`src/hw/rtl/flight_phase_safety_sequencer_defines.svh`:
```
// ----------------------------------------------------------------------------
// flight_phase_safety_sequencer_defines.svh
// assertion macros shared by the flight phase sequencer rtl
// ----------------------------------------------------------------------------
`ifndef FLIGHT_PHASE_SAFETY_SEQUENCER_DEFINES_SVH
`define FLIGHT_PHASE_SAFETY_SEQUENCER_DEFINES_SVH

// property that must hold at every clock edge out of reset
`define FPSS_ASSERT_ALWAYS(label, clk, rst_n, prop) \
    label: assert property (@(posedge clk) disable iff (!rst_n) (prop)) \
        else $error("fpss assertion failed");

// property whose consequent must hold in the cycle after the antecedent
`define FPSS_ASSERT_NEXT(label, clk, rst_n, ante, cons) \
    label: assert property (@(posedge clk) disable iff (!rst_n) (ante) |=> (cons)) \
        else $error("fpss assertion failed");

`endif

```
`src/hw/rtl/fpss_pkg.sv`:
```
// ----------------------------------------------------------------------------
// fpss_pkg
// types, codes and constants of the flight phase safety sequencer
// ----------------------------------------------------------------------------
package fpss_pkg;

    // width of the wrapping millisecond time base
    localparam int TIME_W = 32;
    // width used to compare elapsed time against the timer registers, up to 32 bits wide
    localparam int CMP_W  = (TIME_W > 32) ? TIME_W : 32;

    localparam int CFG_INDEX_W = 4;
    localparam int CFG_DATA_W  = 32;

    typedef logic [TIME_W-1:0] time_t;

    // phase state, one-hot
    typedef enum logic [5:0] {
        PH_BOOT      = 6'b000001,
        PH_READY     = 6'b000010,
        PH_ARMING    = 6'b000100,
        PH_HOVERING  = 6'b001000,
        PH_DISARMING = 6'b010000,
        PH_HALTED    = 6'b100000
    } phase_t;

    // external phase codes
    localparam logic [2:0] PHASE_CODE_BOOT      = 3'd0;
    localparam logic [2:0] PHASE_CODE_READY     = 3'd1;
    localparam logic [2:0] PHASE_CODE_ARMING    = 3'd2;
    localparam logic [2:0] PHASE_CODE_HOVERING  = 3'd3;
    localparam logic [2:0] PHASE_CODE_DISARMING = 3'd4;
    localparam logic [2:0] PHASE_CODE_HALTED    = 3'd5;

    // event kinds
    localparam logic [2:0] FN_UPDATE   = 3'd0;
    localparam logic [2:0] FN_CAL_DONE = 3'd1;
    localparam logic [2:0] FN_ARM_DONE = 3'd2;
    localparam logic [2:0] FN_EXT_STOP = 3'd3;
    localparam logic [2:0] FN_RESTART  = 3'd4;

    // stop codes
    localparam logic [4:0] STOP_NONE     = 5'd0;
    localparam logic [4:0] STOP_IMU      = 5'd1;
    localparam logic [4:0] STOP_TILT     = 5'd2;
    localparam logic [4:0] STOP_EXT_BASE = 5'd3;

    // register indexes
    localparam logic [CFG_INDEX_W-1:0] REG_ARM_DELAY  = 4'd0;
    localparam logic [CFG_INDEX_W-1:0] REG_HOVER_DUR  = 4'd1;
    localparam logic [CFG_INDEX_W-1:0] REG_TILT_LIMIT = 4'd2;
    localparam logic [CFG_INDEX_W-1:0] REG_DISARM_HLD = 4'd3;

    // register reset values
    localparam logic [31:0] ARM_DELAY_RST  = 32'd3000;
    localparam logic [31:0] HOVER_DUR_RST  = 32'd5000;
    localparam logic [14:0] TILT_LIMIT_RST = 15'd5500;
    localparam logic [15:0] DISARM_HLD_RST = 16'd1000;

    typedef struct packed {
        logic [31:0] arm_delay_ms;
        logic [31:0] hover_duration_ms;
        logic [14:0] tilt_limit_cdeg;
        logic [15:0] disarm_hold_ms;
    } cfg_t;

    typedef struct packed {
        logic [2:0]         func;
        logic [31:0]        now_ms;
        logic               imu_healthy;
        logic signed [15:0] roll_cdeg;
        logic signed [15:0] pitch_cdeg;
        logic [3:0]         ext_reason;
    } evt_t;

    // outcome of one event, toward the state and result registers
    typedef struct packed {
        phase_t     phase;
        logic       load_start;
        logic       emergency;
        logic [4:0] stop_code;
        logic       pulse;
    } step_t;

    function automatic logic [2:0] phase_code(phase_t p);
        logic [2:0] code;
        unique case (p)
            PH_BOOT:      code = PHASE_CODE_BOOT;
            PH_READY:     code = PHASE_CODE_READY;
            PH_ARMING:    code = PHASE_CODE_ARMING;
            PH_HOVERING:  code = PHASE_CODE_HOVERING;
            PH_DISARMING: code = PHASE_CODE_DISARMING;
            PH_HALTED:    code = PHASE_CODE_HALTED;
            default:      code = PHASE_CODE_BOOT;
        endcase
        return code;
    endfunction

endpackage

```
`src/hw/rtl/fpss_ifs.sv`:
```
// ----------------------------------------------------------------------------
// fpss_ifs
// valid/ready channels of the flight phase safety sequencer
// ----------------------------------------------------------------------------
interface fpss_evt_if;
    logic               valid;
    logic               ready;
    logic [2:0]         func;
    logic [31:0]        now_ms;
    logic               imu_healthy;
    logic signed [15:0] roll_cdeg;
    logic signed [15:0] pitch_cdeg;
    logic [3:0]         ext_reason;

    modport source (output valid, func, now_ms, imu_healthy, roll_cdeg, pitch_cdeg,
                    ext_reason, input ready);
    modport sink   (input valid, func, now_ms, imu_healthy, roll_cdeg, pitch_cdeg,
                    ext_reason, output ready);
endinterface

interface fpss_res_if;
    logic       valid;
    logic       ready;
    logic [2:0] phase;
    logic       cut_power;
    logic       emergency;
    logic [4:0] stop_code;
    logic       motors_stop_pulse;

    modport source (output valid, phase, cut_power, emergency, stop_code,
                    motors_stop_pulse, input ready);
    modport sink   (input valid, phase, cut_power, emergency, stop_code,
                    motors_stop_pulse, output ready);
endinterface

interface fpss_cfg_if;
    logic                               valid;
    logic                               ready;
    logic [fpss_pkg::CFG_INDEX_W-1:0]   index;
    logic [fpss_pkg::CFG_DATA_W-1:0]    data;

    modport source (output valid, index, data, input ready);
    modport sink   (input valid, index, data, output ready);
endinterface

```
`src/hw/rtl/fpss_cfg_regs.sv`:
```
// ----------------------------------------------------------------------------
// fpss_cfg_regs
// timer and tilt limit registers, written over the config channel
// ----------------------------------------------------------------------------
module fpss_cfg_regs (
    input  logic             clk,
    input  logic             rst_n,
    fpss_cfg_if.sink         cfg,
    output fpss_pkg::cfg_t   regs
);

    fpss_pkg::cfg_t regs_reg;
    fpss_pkg::cfg_t regs_next;
    logic           wr_en;

    assign cfg.ready = 1'b1;
    assign wr_en     = cfg.valid && cfg.ready;

    always_comb
    begin
        regs_next = regs_reg;
        if (wr_en)
        begin
            unique case (cfg.index)
                fpss_pkg::REG_ARM_DELAY:  regs_next.arm_delay_ms      = cfg.data;
                fpss_pkg::REG_HOVER_DUR:  regs_next.hover_duration_ms = cfg.data;
                fpss_pkg::REG_TILT_LIMIT: regs_next.tilt_limit_cdeg   = cfg.data[14:0];
                fpss_pkg::REG_DISARM_HLD: regs_next.disarm_hold_ms    = cfg.data[15:0];
                default:                  regs_next = regs_reg;
            endcase
        end
    end

    always_ff @(posedge clk or negedge rst_n)
    begin
        if (!rst_n)
        begin
            regs_reg.arm_delay_ms      <= fpss_pkg::ARM_DELAY_RST;
            regs_reg.hover_duration_ms <= fpss_pkg::HOVER_DUR_RST;
            regs_reg.tilt_limit_cdeg   <= fpss_pkg::TILT_LIMIT_RST;
            regs_reg.disarm_hold_ms    <= fpss_pkg::DISARM_HLD_RST;
        end
        else
        begin
            regs_reg <= regs_next;
        end
    end

    assign regs = regs_reg;

endmodule

```
`src/hw/rtl/fpss_phase_logic.sv`:
```
// ----------------------------------------------------------------------------
// fpss_phase_logic
// next phase, emergency latch and stop pulse for one event
// ----------------------------------------------------------------------------
module fpss_phase_logic (
    input  fpss_pkg::evt_t    evt,
    input  fpss_pkg::cfg_t    regs,
    input  fpss_pkg::phase_t  phase,
    input  fpss_pkg::time_t   start_ms,
    input  logic              emergency,
    input  logic [4:0]        stop_code,
    output fpss_pkg::step_t   step
);

    fpss_pkg::time_t          now;
    fpss_pkg::time_t          elapsed;
    logic [fpss_pkg::CMP_W-1:0] elapsed_x;
    logic [15:0]              roll_mag;
    logic [15:0]              pitch_mag;
    logic                     tilt_bad;
    logic                     halt_ok;

    assign now       = fpss_pkg::TIME_W'(evt.now_ms);
    assign elapsed   = now - start_ms;
    assign elapsed_x = fpss_pkg::CMP_W'(elapsed);

    // magnitude of -32768 is 32768, still fits unsigned 16 bits
    assign roll_mag  = evt.roll_cdeg[15]  ? 16'(-evt.roll_cdeg)  : 16'(evt.roll_cdeg);
    assign pitch_mag = evt.pitch_cdeg[15] ? 16'(-evt.pitch_cdeg) : 16'(evt.pitch_cdeg);
    assign tilt_bad  = (roll_mag  > {1'b0, regs.tilt_limit_cdeg}) ||
                       (pitch_mag > {1'b0, regs.tilt_limit_cdeg});

    assign halt_ok   = (phase != fpss_pkg::PH_HALTED);

    always_comb
    begin
        step.phase      = phase;
        step.load_start = 1'b0;
        step.emergency  = emergency;
        step.stop_code  = stop_code;
        step.pulse      = 1'b0;

        unique case (evt.func)
            fpss_pkg::FN_UPDATE:
            begin
                priority if (phase == fpss_pkg::PH_HOVERING && !evt.imu_healthy)
                begin
                    step.phase      = fpss_pkg::PH_HALTED;
                    step.load_start = 1'b1;
                    step.emergency  = 1'b1;
                    step.stop_code  = fpss_pkg::STOP_IMU;
                    step.pulse      = 1'b1;
                end
                else if (phase == fpss_pkg::PH_HOVERING && tilt_bad)
                begin
                    step.phase      = fpss_pkg::PH_HALTED;
                    step.load_start = 1'b1;
                    step.emergency  = 1'b1;
                    step.stop_code  = fpss_pkg::STOP_TILT;
                    step.pulse      = 1'b1;
                end
                else if (phase == fpss_pkg::PH_READY &&
                         elapsed_x >= fpss_pkg::CMP_W'(regs.arm_delay_ms))
                begin
                    step.phase      = fpss_pkg::PH_ARMING;
                    step.load_start = 1'b1;
                end
                else if (phase == fpss_pkg::PH_HOVERING &&
                         elapsed_x >= fpss_pkg::CMP_W'(regs.hover_duration_ms))
                begin
                    step.phase      = fpss_pkg::PH_DISARMING;
                    step.load_start = 1'b1;
                    step.pulse      = 1'b1;
                end
                else if (phase == fpss_pkg::PH_DISARMING &&
                         elapsed_x >= fpss_pkg::CMP_W'(regs.disarm_hold_ms))
                begin
                    step.phase      = fpss_pkg::PH_HALTED;
                    step.load_start = 1'b1;
                end
                else
                begin
                    step.phase      = phase;
                end
            end
            fpss_pkg::FN_CAL_DONE:
            begin
                if (phase == fpss_pkg::PH_BOOT)
                begin
                    step.phase      = fpss_pkg::PH_READY;
                    step.load_start = 1'b1;
                end
            end
            fpss_pkg::FN_ARM_DONE:
            begin
                if (phase == fpss_pkg::PH_ARMING)
                begin
                    step.phase      = fpss_pkg::PH_HOVERING;
                    step.load_start = 1'b1;
                end
            end
            fpss_pkg::FN_EXT_STOP:
            begin
                if (halt_ok)
                begin
                    step.phase      = fpss_pkg::PH_HALTED;
                    step.load_start = 1'b1;
                    step.emergency  = 1'b1;
                    step.stop_code  = fpss_pkg::STOP_EXT_BASE + {1'b0, evt.ext_reason};
                    step.pulse      = 1'b1;
                end
            end
            fpss_pkg::FN_RESTART:
            begin
                step.phase      = fpss_pkg::PH_BOOT;
                step.load_start = 1'b1;
                step.emergency  = 1'b0;
                step.stop_code  = fpss_pkg::STOP_NONE;
            end
            default:
            begin
                step.phase      = phase;
            end
        endcase
    end

endmodule

```
`src/hw/rtl/flight_phase_safety_sequencer.sv`:
```
// ----------------------------------------------------------------------------
// flight_phase_safety_sequencer
// six-phase flight sequencer with tilt, imu and external emergency stops
// ----------------------------------------------------------------------------
// The sequencer takes one event transaction per clock while the result
// channel is not stalled and returns exactly one status transaction for it,
// in order, through the input register and then the result register. An
// event lands in the input register; the phase logic then works it
// combinationally against the phase, phase start time, emergency latch and
// stop code, and the outcome goes to the state and result registers together.
// The phase-state loop sets the rate at one event per cycle. The result
// register parts the two channels, so a new event is taken while a finished
// status still waits. Elapsed time is now_ms minus the phase start time,
// wrapping at 2^32. Configuration writes take effect on the next clock and
// are meant to be made while no event is in flight; the config channel is
// always ready. Reset puts the block in BOOT with timers at their defaults.
// ----------------------------------------------------------------------------
`include "flight_phase_safety_sequencer_defines.svh"

module flight_phase_safety_sequencer (
    input  logic        clk,
    input  logic        rst_n,
    fpss_evt_if.sink    evt,
    fpss_res_if.source  res,
    fpss_cfg_if.sink    cfg
);

    // ---------------------------------------------------------------- config
    fpss_pkg::cfg_t regs;

    fpss_cfg_regs u_cfg_regs (
        .clk  (clk),
        .rst_n(rst_n),
        .cfg  (cfg),
        .regs (regs)
    );

    // ---------------------------------------------------------- input stage
    logic           evt_valid_reg;
    logic           evt_valid_next;
    fpss_pkg::evt_t evt_reg;
    logic           evt_take;     // input transaction accepted
    logic           stage_adv;    // held event moves into state and result

    logic           res_valid_reg;
    logic           res_valid_next;

    assign stage_adv      = evt_valid_reg && (!res_valid_reg || res.ready);
    assign evt.ready      = !evt_valid_reg || stage_adv;
    assign evt_take       = evt.valid && evt.ready;
    assign evt_valid_next = evt_take || (evt_valid_reg && !stage_adv);

    always_ff @(posedge clk or negedge rst_n)
    begin
        if (!rst_n)
        begin
            evt_valid_reg <= 1'b0;
        end
        else
        begin
            evt_valid_reg <= evt_valid_next;
        end
    end

    // payload, no reset needed
    always_ff @(posedge clk)
    begin
        if (evt_take)
        begin
            evt_reg.func        <= evt.func;
            evt_reg.now_ms      <= evt.now_ms;
            evt_reg.imu_healthy <= evt.imu_healthy;
            evt_reg.roll_cdeg   <= evt.roll_cdeg;
            evt_reg.pitch_cdeg  <= evt.pitch_cdeg;
            evt_reg.ext_reason  <= evt.ext_reason;
        end
    end

    // ----------------------------------------------------------- phase state
    fpss_pkg::phase_t phase_reg;
    fpss_pkg::phase_t phase_next;
    fpss_pkg::time_t  start_ms_reg;
    fpss_pkg::time_t  start_ms_next;
    logic             emergency_reg;
    logic             emergency_next;
    logic [4:0]       stop_code_reg;
    logic [4:0]       stop_code_next;
    fpss_pkg::step_t  step;

    fpss_phase_logic u_phase_logic (
        .evt      (evt_reg),
        .regs     (regs),
        .phase    (phase_reg),
        .start_ms (start_ms_reg),
        .emergency(emergency_reg),
        .stop_code(stop_code_reg),
        .step     (step)
    );

    // every phase entry restarts the phase timer at the event's time
    always_comb
    begin
        phase_next     = phase_reg;
        start_ms_next  = start_ms_reg;
        emergency_next = emergency_reg;
        stop_code_next = stop_code_reg;
        if (stage_adv)
        begin
            phase_next     = step.phase;
            emergency_next = step.emergency;
            stop_code_next = step.stop_code;
            if (step.load_start)
            begin
                start_ms_next = fpss_pkg::TIME_W'(evt_reg.now_ms);
            end
        end
    end

    always_ff @(posedge clk or negedge rst_n)
    begin
        if (!rst_n)
        begin
            phase_reg     <= fpss_pkg::PH_BOOT;
            start_ms_reg  <= '0;
            emergency_reg <= 1'b0;
            stop_code_reg <= fpss_pkg::STOP_NONE;
        end
        else
        begin
            phase_reg     <= phase_next;
            start_ms_reg  <= start_ms_next;
            emergency_reg <= emergency_next;
            stop_code_reg <= stop_code_next;
        end
    end

    // --------------------------------------------------------- result stage
    logic [2:0] res_phase_reg;
    logic       res_cut_reg;
    logic       res_emerg_reg;
    logic [4:0] res_code_reg;
    logic       res_pulse_reg;

    assign res_valid_next = stage_adv || (res_valid_reg && !res.ready);

    always_ff @(posedge clk or negedge rst_n)
    begin
        if (!rst_n)
        begin
            res_valid_reg <= 1'b0;
        end
        else
        begin
            res_valid_reg <= res_valid_next;
        end
    end

    // status shows the state after the event
    always_ff @(posedge clk)
    begin
        if (stage_adv)
        begin
            res_phase_reg <= fpss_pkg::phase_code(step.phase);
            res_cut_reg   <= step.emergency || (step.phase != fpss_pkg::PH_HOVERING);
            res_emerg_reg <= step.emergency;
            res_code_reg  <= step.stop_code;
            res_pulse_reg <= step.pulse;
        end
    end

    assign res.valid             = res_valid_reg;
    assign res.phase             = res_phase_reg;
    assign res.cut_power         = res_cut_reg;
    assign res.emergency         = res_emerg_reg;
    assign res.stop_code         = res_code_reg;
    assign res.motors_stop_pulse = res_pulse_reg;

    // ----------------------------------------------------------- assertions
    // phase register stays one-hot
    `FPSS_ASSERT_ALWAYS(a_phase_onehot, clk, rst_n, $onehot(phase_reg))
    // a latched emergency only ever sits in halted
    `FPSS_ASSERT_ALWAYS(a_emerg_halted, clk, rst_n, !emergency_reg || (phase_reg == fpss_pkg::PH_HALTED))
    // a stop code is kept exactly while the emergency is latched
    `FPSS_ASSERT_ALWAYS(a_code_matches, clk, rst_n, (stop_code_reg != fpss_pkg::STOP_NONE) == emergency_reg)
    // a stop pulse leaves the block in disarming or halted
    `FPSS_ASSERT_ALWAYS(a_pulse_phase, clk, rst_n, !(res_valid_reg && res_pulse_reg) || (res_phase_reg == fpss_pkg::PHASE_CODE_DISARMING) || (res_phase_reg == fpss_pkg::PHASE_CODE_HALTED))
    // an advancing event always yields a pending result
    `FPSS_ASSERT_NEXT(a_adv_result, clk, rst_n, stage_adv, res_valid_reg)

endmodule
```
`src/flat_wrapper.sv`:
```
// flat-port wrapper written by rule: the top's interface ports become plain ports
module flight_phase_safety_sequencer_flat 
  (clk, rst_n, evt_valid, evt_func, evt_now_ms, evt_imu_healthy, evt_roll_cdeg, evt_pitch_cdeg, evt_ext_reason, evt_ready, res_valid, res_phase, res_cut_power, res_emergency, res_stop_code, res_motors_stop_pulse, res_ready, cfg_valid, cfg_index, cfg_data, cfg_ready);
  fpss_evt_if evt_i ();
  fpss_res_if res_i ();
  fpss_cfg_if cfg_i ();
  input  logic clk;
  input  logic rst_n;
  input wire logic [$bits(evt_i.valid)-1:0] evt_valid;
  input wire logic [$bits(evt_i.func)-1:0] evt_func;
  input wire logic [$bits(evt_i.now_ms)-1:0] evt_now_ms;
  input wire logic [$bits(evt_i.imu_healthy)-1:0] evt_imu_healthy;
  input wire logic [$bits(evt_i.roll_cdeg)-1:0] evt_roll_cdeg;
  input wire logic [$bits(evt_i.pitch_cdeg)-1:0] evt_pitch_cdeg;
  input wire logic [$bits(evt_i.ext_reason)-1:0] evt_ext_reason;
  output wire logic [$bits(evt_i.ready)-1:0] evt_ready;
  output wire logic [$bits(res_i.valid)-1:0] res_valid;
  output wire logic [$bits(res_i.phase)-1:0] res_phase;
  output wire logic [$bits(res_i.cut_power)-1:0] res_cut_power;
  output wire logic [$bits(res_i.emergency)-1:0] res_emergency;
  output wire logic [$bits(res_i.stop_code)-1:0] res_stop_code;
  output wire logic [$bits(res_i.motors_stop_pulse)-1:0] res_motors_stop_pulse;
  input wire logic [$bits(res_i.ready)-1:0] res_ready;
  input wire logic [$bits(cfg_i.valid)-1:0] cfg_valid;
  input wire logic [$bits(cfg_i.index)-1:0] cfg_index;
  input wire logic [$bits(cfg_i.data)-1:0] cfg_data;
  output wire logic [$bits(cfg_i.ready)-1:0] cfg_ready;
  assign evt_i.valid = evt_valid;
  assign evt_i.func = evt_func;
  assign evt_i.now_ms = evt_now_ms;
  assign evt_i.imu_healthy = evt_imu_healthy;
  assign evt_i.roll_cdeg = evt_roll_cdeg;
  assign evt_i.pitch_cdeg = evt_pitch_cdeg;
  assign evt_i.ext_reason = evt_ext_reason;
  assign evt_ready = evt_i.ready;
  assign res_valid = res_i.valid;
  assign res_phase = res_i.phase;
  assign res_cut_power = res_i.cut_power;
  assign res_emergency = res_i.emergency;
  assign res_stop_code = res_i.stop_code;
  assign res_motors_stop_pulse = res_i.motors_stop_pulse;
  assign res_i.ready = res_ready;
  assign cfg_i.valid = cfg_valid;
  assign cfg_i.index = cfg_index;
  assign cfg_i.data = cfg_data;
  assign cfg_ready = cfg_i.ready;
  flight_phase_safety_sequencer u_core (.clk(clk), .rst_n(rst_n), .evt(evt_i), .res(res_i), .cfg(cfg_i));
endmodule
```
`config.mk`:
```
export PLATFORM = sky130hd
export DESIGN_NAME = flight_phase_safety_sequencer_flat
export DESIGN_NICKNAME = d
export VERILOG_FILES = /design/src/hw/rtl/fpss_pkg.sv /design/src/hw/rtl/fpss_ifs.sv /design/src/hw/rtl/fpss_cfg_regs.sv /design/src/hw/rtl/fpss_phase_logic.sv /design/src/hw/rtl/flight_phase_safety_sequencer.sv /design/src/flat_wrapper.sv
export VERILOG_INCLUDE_DIRS = /design/src /design/src/hw/rtl
export SDC_FILE = /design/constraint.sdc
export NUM_CORES = 1
export LEC_CHECK = 0
export BUFFER_PORTS_ARGS = -buffer_cell sky130_fd_sc_hd__buf_2
export CAP_MARGIN = 5
export CORE_ASPECT_RATIO = 0.9
export CORE_UTILIZATION = 40
export DETAILED_ROUTE_END_ITERATION = 8
export SKIP_LAST_GASP = 1
export SYNTH_ARGS = -nofsm -noshare
export SYNTH_HDL_FRONTEND = slang
export SYNTH_SLANG_ARGS = --single-unit
```
`constraint.sdc`:
```
create_clock -name clk -period 5.3 [get_ports clk]
set_input_delay 0.265 -clock clk [delete_from_list [all_inputs] [get_ports clk]]
set_output_delay 0.265 -clock clk [all_outputs]
set_load 0.05 [all_outputs]
```
---- Yosys cells after proc, flatten, opt, wreduce, memory -nomap -nowiden ----
Cells that the tools add are included.
Widths: inputs -> output; s select.
word-level totals
  register bits after elaboration ......... 224
  input port bits ......................... 113
  output and inout bits ................... 14
  logic and storage cells ................. 96
operators by class
  add/subtract/negate cells ............... 4
  order comparisons ....................... 5
  equal/unequal tests ..................... 19
  muxes and demuxes ....................... 20
  reduce and logical (&&, ||, !) cells .... 27
operators with widths
  cell                number
  $ge 32x32->1        2
  $mux 7              5
  $ge 32x16->1        1
  $gt 16x15->1        2
  $mux 16             2
  $neg 16->16         2
  $sub 32x32->32      1
  $pmux 6 s5          1
  $mux 14             2
  $pmux 6 s3          1
  $pmux 3 s5          1
  $eq 6x2->1 const B  2
  $eq 6x3->1 const B  2
  $eq 6x4->1 const B  2
  $eq 6x5->1 const B  2
  $mux 6              2
  $reduce_and 2->1    5
  $logic_and 1x1->1   9
  $eq 4x2->1 const B  2
  $eq 3x2->1 const B  2
  $eq 6x1->1 const B  1
  $eq 6x6->1 const B  1
  $logic_or 1x1->1    6
  $ne 6x4->1 const B  1
  other kinds (11)    18

---- Depth between registers and ports, before layout ----
  word-level depth ........................ 11
  gate-level depth with buffers ........... 23
  mapped depth without buffers ............ 22

---- Cells and area by module ----
Synthesis repeated with hierarchy kept, for this count alone.
unflattened totals
  cell total of the unflattened synthesis .. 1,246
  area total of the unflattened synthesis .. 13,772.0 um^2
by module, submodules not included
  module                         times used  cells each  area each (um^2)  seq. area each (um^2)
  fpss_phase_logic               1           842         5,789.3           0.0
  flight_phase_safety_sequencer  1           197         4,285.4           3,644.7
  fpss_cfg_regs                  1           207         3,697.3           2,409.8

---- Least setup slack after synthesis ----
No wires, ideal clock.
  path type ............................... reg2reg
  start point ............................. reg u_core.evt_reg[7] (netlist name)
  end point ............................... reg u_core.res_cut_reg (netlist: u_core.res.cut_power) (data pin)
  library setup time ...................... 0.272 ns
  arrival time ............................ 4.372 ns
  required time ........................... 5.028 ns
  path slack .............................. 0.656 ns
  stages on the path, launching flop included .. 16
  path buffers ............................ 0
  clock period less this slack ............ 4.644 ns
  path through ............................ edfxtp_1 > or4_4 > or4b_4 > or3_4 > o31ai_1 > xnor2_1 > ha_1 > a2111oi_0 > nand2_1 > o21ai_0 > nand4_4 > nand2_2 > o211ai_1 > a21oi_1 > nand2_1 > or4_1
on the way
  word-level cells in the longest chain between the ends .. 10
  elaborated cells on any way between the ends .. 12
  classes of those cells .................. add/sub: 1; order compare: 1; eq/ne: 1; mux: 6; reduce/logical: 3
RTL lines
  element                 RTL line                              text
  start: declaration      flight_phase_safety_sequencer.sv:41   fpss_pkg::evt_t evt_reg;
  $neg 16->16             fpss_phase_logic.sv:29                assign pitch_mag = evt.pitch_cdeg[15] ? 16'(-evt.pitch_cdeg) : 16'(evt.pitch_cdeg);
  $mux 16 *               fpss_phase_logic.sv:29
  $gt 16x15->1 *          fpss_phase_logic.sv:31                (pitch_mag > {1'b0, regs.tilt_limit_cdeg});
  $logic_or 1x1->1 *      fpss_phase_logic.sv:30                assign tilt_bad = (roll_mag > {1'b0, regs.tilt_limit_cdeg}) ||
  $logic_and 1x1->1 *     fpss_phase_logic.sv:54                else if (phase == fpss_pkg::PH_HOVERING && tilt_bad)
  $mux 7                  fpss_phase_logic.sv:54
  $mux 14 *               fpss_phase_logic.sv:46                priority if (phase == fpss_pkg::PH_HOVERING && !evt.imu_healthy)
  $pmux 6 s5              fpss_phase_logic.sv:43                unique case (evt.func)
  $ne 6x4->1              flight_phase_safety_sequencer.sv:164  res_cut_reg <= step.emergency || (step.phase != fpss_pkg::PH_HOVERING);
  $logic_or 1x1->1 *      flight_phase_safety_sequencer.sv:164
  end signal: assignment  flight_phase_safety_sequencer.sv:164
  end: declaration        flight_phase_safety_sequencer.sv:139  logic res_cut_reg;
Mark *: on every way between the ends. The rest lies on a longest branch, timed or not.
A chain may end at the register's enable or synchronous reset.

---- Worst setup path after layout ----
  start point ............................. reg u_core.evt_reg[43] (netlist name)
  end point ............................... reg u_core.res_cut_reg (netlist: u_core.res.cut_power) (data pin)
on the way
  word-level cells in the longest chain between the ends .. 11
  elaborated cells on any way between the ends .. 15
  classes of those cells .................. add/sub: 1; order compare: 3; eq/ne: 1; mux: 6; reduce/logical: 4
RTL lines
  element             RTL line                              text
  $sub 32x32->32 *    fpss_phase_logic.sv:24                assign elapsed = now - start_ms;
  $ge 32x16->1        fpss_phase_logic.sv:76                elapsed_x >= fpss_pkg::CMP_W'(regs.disarm_hold_ms))
  $logic_and 1x1->1   fpss_phase_logic.sv:75                else if (phase == fpss_pkg::PH_DISARMING &&
  $mux 6              fpss_phase_logic.sv:75
  $mux 7              fpss_phase_logic.sv:68                else if (phase == fpss_pkg::PH_HOVERING &&
  $mux 7 *            fpss_phase_logic.sv:62                else if (phase == fpss_pkg::PH_READY &&
  $mux 7 *            fpss_phase_logic.sv:54
  $mux 14 *           fpss_phase_logic.sv:46
  $pmux 6 s5 *        fpss_phase_logic.sv:43
  $ne 6x4->1 *        flight_phase_safety_sequencer.sv:164
  $logic_or 1x1->1 *  flight_phase_safety_sequencer.sv:164
Marked as above.

==> flow_summary_export.csv <==
group,metric,value,unit
clocking,tritoncts,"built",
pwr,p_int,4.92,mW
floorplan,die_w,199,µm
timing,finalCritPeriodShare,96.2,%
synthesis,yosys_warnings,0,
clocking,htree_levels,1,
finish,utilization,51.1,%
drt,initialDrtViolationCount,548,
synthesis,synth_area,13900,µm²
drt,firstDrtPassIters,6,
clocking,clock_latency,560,ps
pwr,p_clk_share,21.1,%
grt,grt_max_degree,95,
synthesis,syn_nets,1614,
floorplan,die_area,35600,µm²
pwr,power.density,462,nW/µm²
floorplan,num_rows,64,
hold_path,hp-class,"input port to flip-flop",
synthesis,synth_seq_cells,224,
timing,fin_skew,22.5,ps
timing,tns,0,ps
drt,ant_nets,0,
grt,grt_pass1_vias,10780,
finish,largest_register_ffs,95,
drt,wl_per_cell,16.6,µm
pwr,combinationalPowerShare,49.6,%
placed_design,place_ws,40.3,ps
timing,slew_headroom,31.7,%
clocking,root_buffer,"clkbuf_16",
grt,gr-total-overflow,0,
drt,route.detailed.drc,0,
finish,drive_gt1_share,23.3,%
finish,fillers,3120,
pwr,power.total,8.06,mW
timing,maxSlewViolCount,0,
timing,setup_ws,199,ps
setup_path,critPathCaptureType,"flip-flop",
grt,antenna_found_initial,2,
synthesis,synth_edf_count,83,
finish,area_growth_syn_to_layout,25.2,%
setup_path,crit_required,5600,ps
synthesis,yosysSeqAreaShare,43.5,%
timing,layout_min_cycle_time,5100,ps
floorplan,core,34100,µm²
setup_path,crit_fanout,5,
pwr,peakVddDrop,0.266,mV
clocking,cts_buffer_depth,3,
synthesis,syn_inst,1358,
pwr,sequentialPowerShare,29.3,%
timing,hold_viol_final,0,
floorplan,io_pins,127,
timing,timing.hold.ws,43.2,ps
synthesis,synthFlopType,"dfrtp_1",
placed_design,numPortBuffers,125,
pwr,leakage,7.73,nW
clocking,cts_buffers,26,
floorplan,die_y,179,µm
timing,fmax,196,MHz
grt,grt_pass1_wl,56200,µm
setup_path,critical_path_arrival,5400,ps
drt,vias,10880,
grt,grt_use_total,20.0,%
floorplan,initial_core_util,40.8,%
synthesis,synthDistinctLibCells,79,
placed_design,gp_congestion,0.898,
pwr,p_sw,3.14,mW
drt,wl,35000,µm
placed_design,post-dp-hpwl,26000,µm
setup_path,path_class,"flip-flop to flip-flop",
synthesis,synth_area_per_cell,10.3,µm²
synthesis,ys_async_sr_fraction,62.9,%
pwr,switching_share,38.9,%
setup_path,critPathLaunchType,"flip-flop",
timing,setup_viol,0,
run_status,status,"finished clean",
clocking,clk_pin_slew,60,ps
clocking,cts_num_sinks,224,
finish,nets,1882,
job,maxCapViolCount,0,
drt,routed_via_density,5.16,
timing,tightest_slew,998,ps
==> through the flow <==
stage               instances  area [µm²]
finish                   2109       17400
global route             2109       17400
CTS                      2102       17200
global placement         1948       15300
detailed placement       1948       15300
floorplan                1358       13900
==> cells in the final DEF, fill, tap and decap left out, types with 13 or more instances in the layout <==
cell,count
a21o_1,22
a21oi_1,77
buf_2,124
buf_4,48
clkbuf_16,26
dfrtp_1,114
dfstp_2,27
dlygate4sd3_1,106
edfxtp_1,83
ha_1,142
inv_1,149
mux2_2,56
mux2_4,30
nand2_1,124
nand2b_1,15
nand3_1,14
nand4_1,19
nor2_1,50
nor3_1,13
o211ai_1,16
o21a_1,17
o21ai_0,100
o21ai_1,15
o31ai_1,13
xnor2_1,45
==> final timing paths <==
kind	startpoint	endpoint	slack, ps	cells after the start
max in group asynchronous	rst_n	u_core.emergency_reg	3760	3
max reg2reg	u_core.evt_reg[43]	u_core.res.cut_power	200	19
min	cfg_data[13]	u_core.u_cfg_regs.regs[29]	40	3
min in group asynchronous	rst_n	u_core.u_cfg_regs.regs[35]	390	2
max	u_core.evt_reg[43]	u_core.res.cut_power	200	19
min reg2reg	u_core.stop_code_reg[4]	u_core.stop_code_reg[4]	470	2
==> synth_stat cells, types with 15 or more instances <==
library cell / number / share of area (%)
nand4_1: 19 / 0.85
nor2_1: 51 / 1.4
mux2_4: 30 / 3.2
o21ai_0: 102 / 3.7
nand2b_1: 15 / 0.67
ha_1: 142 / 13
o21a_1: 18 / 0.97
o211ai_1: 16 / 0.86
dfstp_2: 27 / 5.1
mux2_2: 56 / 4.5
dfrtp_1: 114 / 20
a21o_1: 23 / 1.2
nand2_1: 124 / 3.3
clkbuf_1: 30 / 0.81
xnor2_1: 50 / 3.1
edfxtp_1: 83 / 18
inv_1: 149 / 4.0
a21oi_1: 83 / 3.0
==> cell type report <==
cell class                 instances  area, µm²  share of cell area, %
timing repair buffer             281       2090                   12.0
multi-input combinational        944       7330                   42.0
antenna                            1       2.50                 0.0143
sequential                       224       6050                   34.7
clock inverter                    13       96.3                  0.552
tap                              462        578                   3.31
clock buffer                      35        724                   4.15
inverter                         149        559                   3.21
==> routing by layer <==
metal / global-route usage (%) / vias up / part of all wire [%]
met3: 3.05 / 42 / 4.1
met5: 0 / - / 0.034
met4: 4.23 / 2 / 1.8
met2: 31.5 / 234 / 45
met1: 28.9 / 5183 / 49
li1: - / 5419 / -
==> power by group through the flow <==
stage               Sequential [mW]  Clock [mW]  Combinational [mW]
floorplan                      2.36           0                2.63
detailed placement             2.39           0                3.72
CTS                            2.36        1.75                3.81
finish                         2.36        1.70                4.00
global route                   2.40        1.82                4.52
global placement               2.38           0                3.68
==> worst max-delay path: stages (launching register included) <==
cell,delay [ps]
edfxtp_1,440
ha_1,350
a21oi_1,240
a21bo_1,230
o21a_2,170
a221oi_1,460
o21ai_1,150
xor2_1,210
ha_1,220
or3_1,360
a221o_1,290
a31oi_2,240
nand2_1,120
o211ai_1,190
buf_4,170
and2_4,160
a21oi_2,70
nor2_2,150
nand3_1,120
or4_1,520
==> repair_timing <==
item	CTS	global route
gates resized for setup	0	38
hold endpoints to repair	210	0
buffers inserted	0	6
hold buffers	106	0
endpoints found under the setup margin	0	37
==> cell families (layout without fill, tap and decap cells) <==
family | Yosys count | in the layout | synth area share [%]
other cells | 1 | 2 | 0.0269
flops | 224 | 224 | 43.5
fa+ha+maj | 143 | 143 | 12.9
simple gates | 300 | 300 | 10.7
xor+xnor | 61 | 61 | 3.83
compound gates | 351 | 351 | 15.8
buf+inv | 190 | 478 | 5.33
mux | 88 | 88 | 7.92
Note: power is estimated with default switching activity, not from simulation.
